[config.mk]
export PLATFORM = sky130hd
export DESIGN_NAME = http_chunked_body_decoder_core
export DESIGN_NICKNAME = d
export VERILOG_FILES = /design/src/hw/rtl/hcbd_pkg.sv /design/src/hw/rtl/http_chunked_body_decoder_core.sv
export SDC_FILE = /design/constraint.sdc
export NUM_CORES = 1
export LEC_CHECK = 0
export BUFFER_PORTS_ARGS = -buffer_cell sky130_fd_sc_hd__buf_2
export CAP_MARGIN = 20
export CORE_MARGIN = 2
export CORE_UTILIZATION = 33
export CTS_CLUSTER_DIAMETER = 30
export CTS_CLUSTER_SIZE = 30
export DETAILED_ROUTE_END_ITERATION = 10
export SYNTH_ARGS = -nofsm -noshare
export SYNTH_HDL_FRONTEND = slang
export SYNTH_SLANG_ARGS = --single-unit
[constraint.sdc]
create_clock -name clk -period 4.25 [get_ports clk]
set_input_delay 0.6375 -clock clk [delete_from_list [all_inputs] [get_ports clk]]
set_output_delay 0.6375 -clock clk [all_outputs]
set_load 0.01 [all_outputs]
[src/hw/rtl/hcbd_pkg.sv]
// Shared types, constants and helpers for the chunked body decoder.
`default_nettype none
package hcbd_pkg;

	localparam int unsigned COUNT_WIDTH = 32;

	localparam logic [7:0] CH_CR  = 8'h0D;
	localparam logic [7:0] CH_LF  = 8'h0A;
	localparam logic [7:0] CH_SP  = 8'h20;
	localparam logic [7:0] CH_TAB = 8'h09;

	localparam logic [1:0] TRAILER_LEN = 2'd2;

	localparam logic KIND_PAYLOAD = 1'b0;
	localparam logic KIND_DONE    = 1'b1;

	typedef struct packed {
		logic [7:0] in_byte;
		logic       new_body;
	} body_beat_t;

	typedef struct packed {
		logic [7:0] out_byte;
		logic       kind;
	} dec_beat_t;

	typedef enum logic [3:0] {
		PH_SIZE  = 4'b0001,
		PH_DATA  = 4'b0010,
		PH_TRAIL = 4'b0100,
		PH_DONE  = 4'b1000
	} phase_t;

	typedef enum logic [2:0] {
		SC_LEAD   = 3'b001,
		SC_DIGITS = 3'b010,
		SC_REST   = 3'b100
	} scan_t;

	typedef struct packed {
		logic       ok;
		logic [3:0] val;
	} hex_t;

	function automatic hex_t hex_digit(input logic [7:0] c);
		hex_t h;
		h.ok  = 1'b0;
		h.val = 4'd0;
		if (c >= 8'h30 && c <= 8'h39) begin
			h.ok  = 1'b1;
			h.val = 4'(c - 8'h30);
		end else if (c >= 8'h61 && c <= 8'h66) begin
			h.ok  = 1'b1;
			h.val = 4'(c - 8'h57);
		end else if (c >= 8'h41 && c <= 8'h46) begin
			h.ok  = 1'b1;
			h.val = 4'(c - 8'h37);
		end
		return h;
	endfunction

endpackage
`default_nettype wire

[src/hw/rtl/http_chunked_body_decoder_core.sv]
// Top level of the HTTP chunked body decoder: byte register, decode logic, result register.
//
// channel | dir | handshake            | payload
// body    | in  | body_valid/body_stall| body (in_byte, new_body)
// dec     | out | dec_valid/dec_stall  | dec (out_byte, kind)
//
// One byte per cycle sustained while dec is not stalled; each beat waits in the byte register and the
// decode of it (state update, result) completes when it leaves for the result register.
// arst_n clears the byte and result valids and puts the decoder at a fresh size line.
// A stall on dec holds the result; body stalls only when the byte register is full and
// the result register cannot take its beat.
`default_nettype none
module http_chunked_body_decoder_core (
	input  wire                      clk,
	input  wire                      arst_n,
	input  wire                      body_valid,
	output logic                     body_stall,
	input  wire hcbd_pkg::body_beat_t body,
	output logic                     dec_valid,
	input  wire                      dec_stall,
	output hcbd_pkg::dec_beat_t      dec
);

	localparam int unsigned CW = hcbd_pkg::COUNT_WIDTH;

	logic                 valid_s1;
	hcbd_pkg::body_beat_t beat_s1;

	hcbd_pkg::phase_t phase_q, phase_d, phase_c;
	hcbd_pkg::scan_t  scan_q, scan_d, scan_c;
	logic [CW-1:0]    accum_q, accum_d, accum_c;
	logic [CW-1:0]    left_q, left_d, left_c, left_m1;
	logic [1:0]       trail_q, trail_d, trail_c, trail_m1;
	logic             cr_q, cr_d, cr_c;

	logic                res_v;
	hcbd_pkg::dec_beat_t res;
	hcbd_pkg::hex_t      hx;
	logic                out_free;
	logic                adv;

	assign out_free   = !dec_valid || !dec_stall;
	assign adv        = valid_s1 && out_free;
	assign body_stall = valid_s1 && !out_free;

	// Byte register
	always_ff @(posedge clk or negedge arst_n) begin
		if (!arst_n) begin
			valid_s1 <= 1'b0;
		end else if (!body_stall) begin
			valid_s1 <= body_valid;
		end
	end

	always_ff @(posedge clk) begin
		if (!body_stall && body_valid) begin
			beat_s1 <= body;
		end
	end

	// Decode
	always_comb begin
		// new_body restarts the decoder before this byte
		phase_c = beat_s1.new_body ? hcbd_pkg::PH_SIZE : phase_q;
		scan_c  = beat_s1.new_body ? hcbd_pkg::SC_LEAD : scan_q;
		accum_c = beat_s1.new_body ? '0 : accum_q;
		left_c  = beat_s1.new_body ? '0 : left_q;
		trail_c = beat_s1.new_body ? 2'd0 : trail_q;
		cr_c    = beat_s1.new_body ? 1'b0 : cr_q;

		hx       = hcbd_pkg::hex_digit(beat_s1.in_byte);
		left_m1  = left_c - CW'(1);
		trail_m1 = trail_c - 2'd1;

		phase_d = phase_c;
		scan_d  = scan_c;
		accum_d = accum_c;
		left_d  = left_c;
		trail_d = trail_c;
		cr_d    = cr_c;
		res_v   = 1'b0;
		res     = '0;

		case (phase_c)
			hcbd_pkg::PH_SIZE: begin
				if (beat_s1.in_byte == hcbd_pkg::CH_LF && cr_c) begin
					cr_d = 1'b0;
					if (accum_c == '0) begin
						phase_d  = hcbd_pkg::PH_DONE;
						res_v    = 1'b1;
						res.kind = hcbd_pkg::KIND_DONE;
					end else begin
						left_d  = accum_c;
						phase_d = hcbd_pkg::PH_DATA;
					end
				end else begin
					cr_d = (beat_s1.in_byte == hcbd_pkg::CH_CR);
					if (scan_c == hcbd_pkg::SC_LEAD &&
					    (beat_s1.in_byte == hcbd_pkg::CH_SP ||
					     beat_s1.in_byte == hcbd_pkg::CH_TAB)) begin
						scan_d = scan_c;
					end else if (scan_c == hcbd_pkg::SC_LEAD ||
					             scan_c == hcbd_pkg::SC_DIGITS) begin
						if (hx.ok) begin
							// saturate once the top nibble is in use
							if (accum_c[CW-1 -: 4] != 4'd0) begin
								accum_d = '1;
							end else begin
								accum_d = {accum_c[CW-5:0], hx.val};
							end
							scan_d = hcbd_pkg::SC_DIGITS;
						end else begin
							scan_d = hcbd_pkg::SC_REST;
						end
					end
				end
			end
			hcbd_pkg::PH_DATA: begin
				res_v        = 1'b1;
				res.out_byte = beat_s1.in_byte;
				res.kind     = hcbd_pkg::KIND_PAYLOAD;
				left_d       = left_m1;
				if (left_m1 == '0) begin
					phase_d = hcbd_pkg::PH_TRAIL;
					trail_d = hcbd_pkg::TRAILER_LEN;
				end
			end
			hcbd_pkg::PH_TRAIL: begin
				trail_d = trail_m1;
				if (trail_m1 == 2'd0) begin
					phase_d = hcbd_pkg::PH_SIZE;
					accum_d = '0;
					scan_d  = hcbd_pkg::SC_LEAD;
					cr_d    = 1'b0;
				end
			end
			default: begin
				phase_d = phase_c;
			end
		endcase
	end

	// Decoder state, advance with each beat leaving the byte register
	always_ff @(posedge clk or negedge arst_n) begin
		if (!arst_n) begin
			phase_q <= hcbd_pkg::PH_SIZE;
			scan_q  <= hcbd_pkg::SC_LEAD;
			accum_q <= '0;
			left_q  <= '0;
			trail_q <= 2'd0;
			cr_q    <= 1'b0;
		end else if (adv) begin
			phase_q <= phase_d;
			scan_q  <= scan_d;
			accum_q <= accum_d;
			left_q  <= left_d;
			trail_q <= trail_d;
			cr_q    <= cr_d;
		end
	end

	// Result register
	always_ff @(posedge clk or negedge arst_n) begin
		if (!arst_n) begin
			dec_valid <= 1'b0;
		end else if (adv && res_v) begin
			dec_valid <= 1'b1;
		end else if (!dec_stall) begin
			dec_valid <= 1'b0;
		end
	end

	always_ff @(posedge clk) begin
		if (adv && res_v) begin
			dec <= res;
		end
	end

	a_done_zero: assert property (@(posedge clk) disable iff (!arst_n)
		dec_valid && dec.kind == hcbd_pkg::KIND_DONE |-> dec.out_byte == 8'd0)
		else $error("done beat carries nonzero byte");

	a_data_count: assert property (@(posedge clk) disable iff (!arst_n)
		phase_q == hcbd_pkg::PH_DATA |-> left_q != '0)
		else $error("payload phase with no bytes left");

	a_stall_full: assert property (@(posedge clk) disable iff (!arst_n)
		body_stall |-> valid_s1 && dec_valid && dec_stall)
		else $error("body stalled without a full pipeline");

	a_res_src: assert property (@(posedge clk) disable iff (!arst_n)
		$rose(dec_valid) |-> $past(valid_s1))
		else $error("result without a byte in flight");

endmodule
`default_nettype wire

==> results of run 1 <==
registers in the layout, indices dropped and copies added (netlist names):
name / flops
left_q: 32
scan_q: 3
cr_q: 1
accum_q: 32
dec_valid: 1
dec: 9
beat_s1: 9
valid_s1: 1
trail_q: 2
phase_q: 4
cells in the mapped netlist (4+ instances only):
master and instances:
and3_1 6, clkbuf_1 35, and2_1 9, xor2_1 5, nor2b_1 6, nor2_1 48, or4_1 5, a21oi_1 56
ha_1 7, edfxtp_1 18, buf_2 7, buf_6 4, nor4_2 4, or2_2 4, nand3_1 16, dfrtp_1 74
nand2_1 64, inv_1 38, a22oi_1 19, nand4_1 10, a22o_1 32, a31oi_1 8, o21ai_0 62, nor3_1 19
nor3b_1 4, and4_1 4, xnor2_1 11, o31ai_1 4, nor4_1 15, nand2b_1 6, a31o_2 4, a21o_1 5
layout make-up:
cell class / count / area [sq um] / share of cell area [%]
multi-input cells: 500 / 3189 / 48.20
well taps: 229 / 286.5 / 4.331
inverters: 38 / 142.6 / 2.156
clock buffers: 11 / 264.0 / 3.990
repair buffers: 34 / 227.7 / 3.442
clock inverters: 5 / 61.31 / 0.9266
flip-flops and latches: 94 / 2445 / 36.95
placed cells by master (no fill, tap or decap), drive strengths merged, types with 9 or more instances in the layout:
master / n
buf: 34
a21oi: 57
a31oi: 9
inv: 40
nand4: 10
nand2: 65
edfxtp: 18
nor2: 48
and2: 9
a22o: 32
a22oi: 19
clkbuf: 11
dfrtp: 74
xnor2: 11
nor4: 22
nor3: 23
o21ai: 64
nand3: 17
through the flow:
step / hold slack [ns] / setup slack (ns)
2_1_floorplan: 0.3419 / 0.8278
3_3_place_gp: 0.4812 / 1.086
3_5_place_dp: 0.4872 / 0.9884
4_1_cts: 0.4502 / 0.9779
5_1_grt: 0.2442 / 0.7634
6_report: 0.2127 / 0.9264
where the power goes:
part,total [uW],internal (uW),switching [uW],leakage (uW)
Combinational,606,231,374,0.00138
Sequential,1030,961,69.2,0.00119
Clock,891,512,379,0.000158
Total,2530,1700,822,0.00272
logic make-up after synthesis:
group / Yosys count / share of synthesized area (%)
XOR/XNOR: 16 / 2.338
flip-flops: 94 / 40.79
AND/OR/NAND/NOR: 243 / 22.74
adder cells (fa/ha/maj): 7 / 1.461
buffers and inverters: 88 / 6.367
multiplexers: 4 / 0.6889
AO/OA/AOI/OAI: 230 / 25.62
final timing paths:
kind,to,slack [ns],start
max reg2reg,trail_q[0]$_DFFE_PN0P_,0.93,left_q[0]$_DFFE_PN0P_
max in group asynchronous,scan_q[0]$_DFFE_PN1P_,3.38,arst_n
min in group clk,beat_s1[7]$_DFFE_PP_,0.46,body[7]
min,left_q[11]$_DFFE_PN0P_,0.21,arst_n
max,trail_q[0]$_DFFE_PN0P_,0.93,left_q[0]$_DFFE_PN0P_
min reg2reg,left_q[31]$_DFFE_PN0P_,0.51,left_q[31]$_DFFE_PN0P_
layer usage:
layer | wire length, um | share of wire [%] | vias up
li1 | - | - | 2508
met1 | 8218 | 48 | 2615
met2 | 7354 | 43 | 168
met3 | 852 | 5.0 | 32
met4 | 575 | 3.4 | 0
met5 | 0 | 0 | -
==> flow_summary.yaml, run 1 <==
floorplanning:
  die_x_um: 138.8
  die_area_sq_um: 19260
  die-height_um: 138.8
  rows: 49
  core-area_sq_um: 17900
  num_io_pins: 24
  start_util_pct: 33.48
route:
  wirelength_um: 17000
  drt.antenna.violating_nets: 0
  vias: 5323
  drc: 0
  via_per_inst: 5.843
  drtIter0Drc: 586
  drt_first_pass_iters: 5
  drt-wirelength-per-cell_um: 18.66
layout:
  syn_to_final_growth_pct: 10.40
  drive_gt1_share_pct: 12.76
  num-nets-final: 697
  layout.cells.non_filler: 911
  fin_util_pct: 36.96
  fin_area_sq_um: 6616
  n_fill_cell: 1840
  insertedDiodeCount: 0
worst_setup_path:
  timing.critical_path.buf_inv: 0
  start_kind: "flip-flop"
  cp_slowest_stage_delay_ns: 0.55
  worst_ep_required_time_ns: 4.50
  worst-path-stages: 10
  r2r_cells: 10
  endpoint_kind: "flip-flop"
  crit_type: "reg -> reg"
  crit_top_cell: "and4_1"
  cp_max_fo: 18
  arrival_ns: 3.57
  critPathSlowestCell: "ha_1"
  crit_chain: "nand2_1 > ha_1 > or3b_2 > nor4_1 > mux2i_1 > and4_1 > and4_1 > nand4_1 > nand3b_4 > a31o_1"
  crit_family: "simple AND/OR/NAND/NOR gates"
logic_synthesis:
  synth_fp_nets: 702
  syn-instance-count: 682
  synth.ff_latch_count: 94
  ys.flop_type: "dfrtp_1"
  synth_area_sq_um: 5993
  ys_seq_area_share_pct: 40.79
  synth_largest_area_cell: "dfrtp_1"
  ys_async_sr_fraction_pct: 80.85
  synth_edf_count: 18
  avgSynthCellArea_sq_um: 8.788
  yosys_warnings: 0
  synth.distinct_cells: 80
  synth_area_leaders: "dfrtp_1, edfxtp_1, o21ai_0"
  synth.top_cell.area_share_pct: 30.90
cts:
  post_cts_resized: 0
  clkTransAtPathRegs_ns: 0.07
  cts.sinks: 94
  hold_buffers: 0
  clk_path_buf_depth: 2
  htreeDepth: 3
  clk_latency_ns: 0.36
  cts_buffers: 9
  post_cts_buffers: 0
  cts-root-buf: "clkbuf_16"
  cts_tree: "yes"
global_routing:
  use_met1_pct: 26.25
  grt_pass1_wl_um: 27590
  met2_usage_pct: 25.77
  met3_usage_pct: 2.314
  grt_usage_pct: 17.66
  grt-busiest-layer: "met1"
  first_global_vias: 4947
  grt_max_degree: 77
  antenna_found_initial: 0
  overflow: 0
sta:
  finalSetupTns_ns: 0
  slew_headroom_pct: 41.34
  maxSlewViolCount: 0
  clock.fmax_ghz: 0.3009
  setup_viol: 0
  fin_worst_skew_ns: 0.009538
  fin_crit_ns: 3.324
  worst_pin_slew_ns: 0.8777
  finalHoldViolations: 0
  fin_crit_sh_pct: 78.20
  grt_setup_unrepaired: "false"
placement:
  dp_cells: 893
  port_buffers: 23
  postPlaceCellArea_sq_um: 6248
  hpwl_um: 11600
  gp_congestion: 0.8829
min_path:
  min_path_type: "in -> async"
pwr:
  ir_drop_mv: 0.2371
  power_density_nw_per_um2: 381.9
  finalPower_uw: 2527
  leakage_uw: 0.002725
job:
  cap_violations: 0
status:
  status: "finished, final reports clean"
Note: power is estimated with default switching activity, not from simulation.
==> inputs of run 2 (changes only) <==
- ABC_AREA: default -> 1
- clock period: 4.25 -> 3 ns (I/O delays scaled with it)
==> run 2 against run 1 <==
Against the previous run: worst hold slack got worse by 0.097 ns; non-clock buffer count rose by 26; clock power rose by 37%; routed wire length rose by 22%; first-iteration DRC count rose by 5.3%; total power rose by 90%; critical endpoint is now phase_q[1]$_DFFE_PN0P_; largest power group is now combinational logic.
==> flow_summary.yaml, run 2 <==
status:
  status: "finished, final reports clean"
min_path:
  min_path_type: "in -> async"
logic_synthesis:
  synth.ff_latch_count: 94
  avgSynthCellArea_sq_um: 6.641
  yosys-top-cells-count: "nand2_1, nor2_1, inv_1"
  synth_area_leaders: "dfrtp_1, nand2_1, nor2_1"
  ys_seq_area_share_pct: 35.43
  synth_fp_nets: 1059
  synth.top_cell.area_share_pct: 26.84
  synth_largest_area_cell: "dfrtp_1"
  synth_edf_count: 18
  syn-instance-count: 1039
  yosys_warnings: 0
  ys_async_sr_fraction_pct: 80.85
  ys.flop_type: "dfrtp_1"
  synth_area_sq_um: 6900
  synth.distinct_cells: 46
  synth_most_common_cell: "nand2_1"
cts:
  clkTransAtPathRegs_ns: 0.08
  cts.sinks: 94
  cts-root-buf: "clkbuf_16"
  clk_path_buf_depth: 2
  clk_latency_ns: 0.37
  cts_buffers: 9
  cts_tree: "yes"
  htreeDepth: 3
sta:
  finalSetupTns_ns: 0
  slew_headroom_pct: 57.61
  fin_hold_ws_ns: 0.1157
  finalHoldViolations: 0
  maxSlewViolCount: 0
  fin_crit_sh_pct: 90.22
  fin_crit_ns: 2.707
  fin_worst_skew_ns: 0.01224
  grt_setup_unrepaired: "false"
  clock.fmax_ghz: 0.3695
  worst_pin_slew_ns: 0.6292
  setup_ws_ns: 0.2933
  setup_viol: 0
global_routing:
  first_global_vias: 6456
  overflow: 0
  antenna_found_initial: 0
  grt_max_degree: 77
  grt_usage_pct: 19.58
  grt_pass1_wl_um: 33870
layout:
  syn_to_final_growth_pct: 11.97
  num-nets-final: 1086
  n_fill_cell: 2247
  insertedDiodeCount: 0
  largestRegisters: "accum_q x32, left_q x32"
  layout_commonest_cell: "nand2_1"
  drive_gt1_share_pct: 11.95
  final_cell_mix: "nand2_1, nor2_1, inv_1"
route:
  drt_first_pass_iters: 5
  drtIter0Drc: 617
  vias: 6824
  wirelength_um: 20670
  drt-wirelength-per-cell_um: 15.41
  drt.antenna.violating_nets: 0
  via_per_inst: 5.089
  drc: 0
floorplanning:
  num_io_pins: 24
  core-area_sq_um: 20360
  start_util_pct: 33.88
  rows: 52
  die_x_um: 148.6
  die-height_um: 148.6
  die_area_sq_um: 22080
pwr:
  power_density_nw_per_um2: 620.0
  clock_power_share_pct: 25.5
  leakage_uw: 0.003885
  switching_share_pct: 41.51
  sequentialPowerShare_pct: 35.8
  power_frac_comb_pct: 38.7
  p_sw_uw: 1988
  intPower_uw: 2802
  ir_drop_mv: 0.3047
worst_setup_path:
  start_kind: "flip-flop"
  r2r_cells: 17
  arrival_ns: 2.96
  reg2reg_from: "beat_s1[0]$_DFFE_PP_"
  worst_ep_required_time_ns: 3.25
  timing.rr.end: "phase_q[1]$_DFFE_PN0P_"
  cp_max_fo: 34
  r2r_slack_ns: 0.29
  crit_type: "reg -> reg"
  endpoint_kind: "flip-flop"
placement:
  port_buffers: 23
  gp_congestion: 0.9018
  dp_slack_ns: 0.2798
  hpwl_um: 15300
job:
  cap_violations: 0
[run 2: changes by cell type in the layout (fill, tap and decap cells not counted), sizes merged, moves of 10 or more]
| cell | previous run | this run |
|---|---|---|
| inv | 40 | 130 |
| buf | 34 | 60 |
| nand3 | 17 | 52 |
| nor4 | 22 | 5 |
| nor2 | 48 | 179 |
| nand2 | 65 | 292 |
| a22o | 32 | 0 |
| a21oi | 57 | 82 |
| xnor2 | 11 | 1 |
| o221ai | 2 | 16 |
| nor3 | 23 | 8 |
[run 2: layer usage]
layer | vias up | share of wire, % | track usage (%)
met5 | - | 0 | 0
met4 | 0 | 2.1 | 6.381
met3 | 37 | 5.1 | 3.190
met2 | 176 | 45 | 30.46
met1 | 3166 | 48 | 27.80
li1 | 3445 | - | -
[run 2: final cells by class]
cell class / instances / area, sq um / share of cell area (%)
clock inverters: 7 / 80.08 / 1.036
repair buffers: 60 / 436.7 / 5.652
well taps: 270 / 337.8 / 4.372
inverters: 129 / 486.7 / 6.300
multi-input cells: 772 / 3715 / 48.08
clock buffers: 9 / 225.2 / 2.915
flip-flops and latches: 94 / 2445 / 31.64
[run 2: kinds of logic after synthesis]
| family | share of synthesized area, % |
|---|---|
| AND/OR/NAND/NOR | 33.74 |
| AO/OA/AOI/OAI | 18.30 |
| buffers and inverters | 10.88 |
| flip-flops | 35.43 |
| adder cells (fa/ha/maj) | 1.269 |
| XOR/XNOR | 0.3808 |
[run 2: worst max-delay path: stages, from the launching register on]
cell and delay [ns]:
edfxtp_1 0.48, inv_4 0.20, buf_4 0.40, nand2_1 0.21
nand2_1 0.17, nor2_2 0.05, nand2_1 0.13, nor2_2 0.08
nand3_1 0.08, nand2_1 0.08, nor2_1 0.13, nand2_1 0.08
nor2_2 0.10, nand3_1 0.11, nand2_1 0.10, nand2_1 0.05
nand2_1 0.05, nand2_1 0.05
[run 2: power by group through the flow]
stage / Sequential, uW / Clock (uW) / Combinational (uW)
after floorplan: 1690 / 0 / 1360
after global placement: 1730 / 0 / 1820
after detailed placement: 1740 / 0 / 1830
after CTS: 1710 / 1250 / 1840
after global routing: 1750 / 1300 / 2090
final: 1720 / 1220 / 1850
[run 2: worst max-delay path by stage]
stage	startpoint	to
4_1_cts	beat_s1[0]$_DFFE_PP_	phase_q[1]$_DFFE_PN0P_
6_report	beat_s1[0]$_DFFE_PP_	phase_q[1]$_DFFE_PN0P_
2_1_floorplan	beat_s1[0]$_DFFE_PP_	trail_q[0]$_DFFE_PN0P_
3_3_place_gp	beat_s1[0]$_DFFE_PP_	trail_q[0]$_DFFE_PN0P_
3_5_place_dp	beat_s1[0]$_DFFE_PP_	phase_q[1]$_DFFE_PN0P_
5_1_grt	beat_s1[0]$_DFFE_PP_	trail_q[0]$_DFFE_PN0P_
[run 2: stage by stage]
step                      util (%)  total power, uW  std cells  cell area [sq um]
after detailed placement     36.41             3571       1325               7415
after CTS                    37.91             4806       1341               7720
after global routing         37.94             5140       1341               7726
final                        37.94             4790       1341               7726
after global placement       36.41             3557       1325               7415
after floorplan                  -             3048       1039               6900
[run 2: timing repair]
action	CTS	global route
gates resized for setup	0	2
hold buffers	0	0
setup buffers	0	0
endpoints found under the setup margin	0	2
==> inputs of run 3 (changes only) <==
- SETUP_SLACK_MARGIN: default -> 0.5
==> run 3 against run 2 <==
Against the previous run: clock power about the same; setup slack improved by 0.21 ns; flip-flop and latch count unchanged; register-to-register slack improved by 0.21 ns; largest cell class unchanged; design area increased by 11%; critical endpoint is now left_q[22]$_DFFE_PN0P_; clock skew about the same; sequential power about the same.
==> flow_summary.yaml, run 3 (same netlist as run 2, synthesis figures left out) <==
status:
  status: "finished, final reports clean"
layout:
  final_cell_mix: "nand2_1, nor2_1, inv_1"
  insertedDiodeCount: 0
  fin_util_pct: 42.09
  drive_gt1_share_pct: 22.89
  fin_area_sq_um: 8571
  num-nets-final: 1116
  syn_to_final_growth_pct: 24.21
  largestRegisters: "accum_q x32, left_q x32"
  layout_commonest_cell: "nand2_1"
floorplanning:
  die-height_um: 148.6
  die_x_um: 148.6
  rows: 52
  die_area_sq_um: 22080
  num_io_pins: 24
  start_util_pct: 33.88
  core-area_sq_um: 20360
sta:
  finalSetupTns_ns: 0
  maxSlewViolCount: 0
  fin_crit_sh_pct: 83.21
  fin_worst_skew_ns: 0.01210
  setup_viol: 0
  slew_headroom_pct: 60.09
  fin_crit_ns: 2.496
  finalHoldViolations: 0
  clock.fmax_ghz: 0.4006
  worst_pin_slew_ns: 0.5977
  grt_setup_unrepaired: "true"
worst_setup_path:
  crit_type: "reg -> reg"
  arrival_ns: 2.74
  endpoint_kind: "flip-flop"
  cp_max_fo: 23
  worst_ep_required_time_ns: 3.25
  start_kind: "flip-flop"
min_path:
  min_path_type: "in -> async"
global_routing:
  met2_usage_pct: 30.67
  grt_usage_pct: 19.57
  grt-busiest-layer: "met2"
  use_met1_pct: 27.72
  grt_pass1_wl_um: 33890
  overflow: 0
  grt_max_degree: 77
  first_global_vias: 6471
  met3_usage_pct: 3.282
  antenna_found_initial: 0
pwr:
  clock_power_share_pct: 23.7
  sequentialPowerShare_pct: 33.6
  p_sw_uw: 2245
  power_frac_comb_pct: 42.7
  leakage_uw: 0.004172
  intPower_uw: 2960
  ir_drop_mv: 0.3108
  switching_share_pct: 43.13
  power_density_nw_per_um2: 607.4
cts:
  cts_tree: "yes"
  htreeDepth: 3
  clkTransAtPathRegs_ns: 0.07
  cts_buffers: 9
  clk_path_buf_depth: 2
  clk_latency_ns: 0.37
  cts.sinks: 94
  hold_buffers: 0
  cts-root-buf: "clkbuf_16"
placement:
  gp_congestion: 0.9018
  postPlaceCellArea_sq_um: 7415
  hpwl_um: 15300
  port_buffers: 23
route:
  drc: 0
  drt.antenna.violating_nets: 0
  vias: 7165
  wirelength_um: 22460
  drt_first_pass_iters: 6
  drtIter0Drc: 741
  via_per_inst: 5.226
  drt-wirelength-per-cell_um: 16.38
job:
  cap_violations: 0
[run 3: critical path: stages, from the launching register on]
cell and delay [ns]:
edfxtp_1 0.42, buf_4 0.18, buf_12 0.16, nor2_1 0.07
nor4_1 0.39, nand2_1 0.12, nor2_1 0.19, nand2_4 0.12
nand3_4 0.12, inv_1 0.08, buf_8 0.17, a21oi_2 0.23
a21oi_1 0.10
[run 3: final timing paths]
| check | to | slack (ns) | startpoint | cells after the start |
|---|---|---|---|---|
| min | left_q[5]$_DFFE_PN0P_ | 0.10 | arst_n | 2 |
| max in group asynchronous | left_q[28]$_DFFE_PN0P_ | 2.53 | arst_n | 2 |
| min reg2reg | trail_q[0]$_DFFE_PN0P_ | 0.50 | trail_q[0]$_DFFE_PN0P_ | 2 |
| max | left_q[22]$_DFFE_PN0P_ | 0.50 | beat_s1[0]$_DFFE_PP_ | 12 |
| max reg2reg | left_q[22]$_DFFE_PN0P_ | 0.50 | beat_s1[0]$_DFFE_PP_ | 12 |
| min in group clk | beat_s1[8]$_DFFE_PP_ | 0.25 | body[8] | 1 |
[run 3: final cells by class]
| type | count | area [sq um] |
|---|---|---|
| clock buffers | 9 | 225.2 |
| clock inverters | 7 | 80.08 |
| fillers | 2139 | 11790 |
| inverters | 129 | 491.7 |
| multi-input cells | 773 | 4195 |
| flip-flops and latches | 94 | 2445 |
| well taps | 270 | 337.8 |
| repair buffers | 87 | 783.3 |
| repair inverters | 2 | 12.51 |
[run 3: routing by layer]
metal  routed length [um]  vias to the layer above  part of all wire (%)
met3                 1501                       37                   6.7
met5                    0                        -                     0
met4                  472                        0                   2.1
li1                     -                     3513                     -
met1                10190                     3373                    45
met2                10300                      242                    46
[run 3: what timing repair did]
action / CTS / global route
endpoints found under the setup margin: 70 / 75
pin swaps: 2 / 33
buffers inserted: 4 / 17
cloned: 0 / 9
gates resized for setup: 29 / 125
hold endpoints to repair: 0 / 0
[run 3: per-stage QoR]
stage | power, uW | setup WS (ns) | hold slack [ns] | cells
finish | 5206 | 0.5036 | 0.1002 | 1371
global route | 5527 | 0.4279 | 0.1272 | 1371
CTS | 4859 | 0.5131 | 0.1322 | 1345
detailed placement | 3571 | 0.2798 | 0.4763 | 1325
global placement | 3557 | 0.2914 | 0.4721 | 1325
floorplan | 3048 | 0.7720 | 0.1544 | 1039
[run 3: power groups by stage]
stage                     Clock [uW]  Combinational [uW]  Sequential [uW]
after floorplan                    0                1360             1690
after global placement             0                1820             1730
after detailed placement           0                1830             1740
after CTS                       1250                1890             1710
after global routing            1310                2440             1780
final                           1230                2220             1750
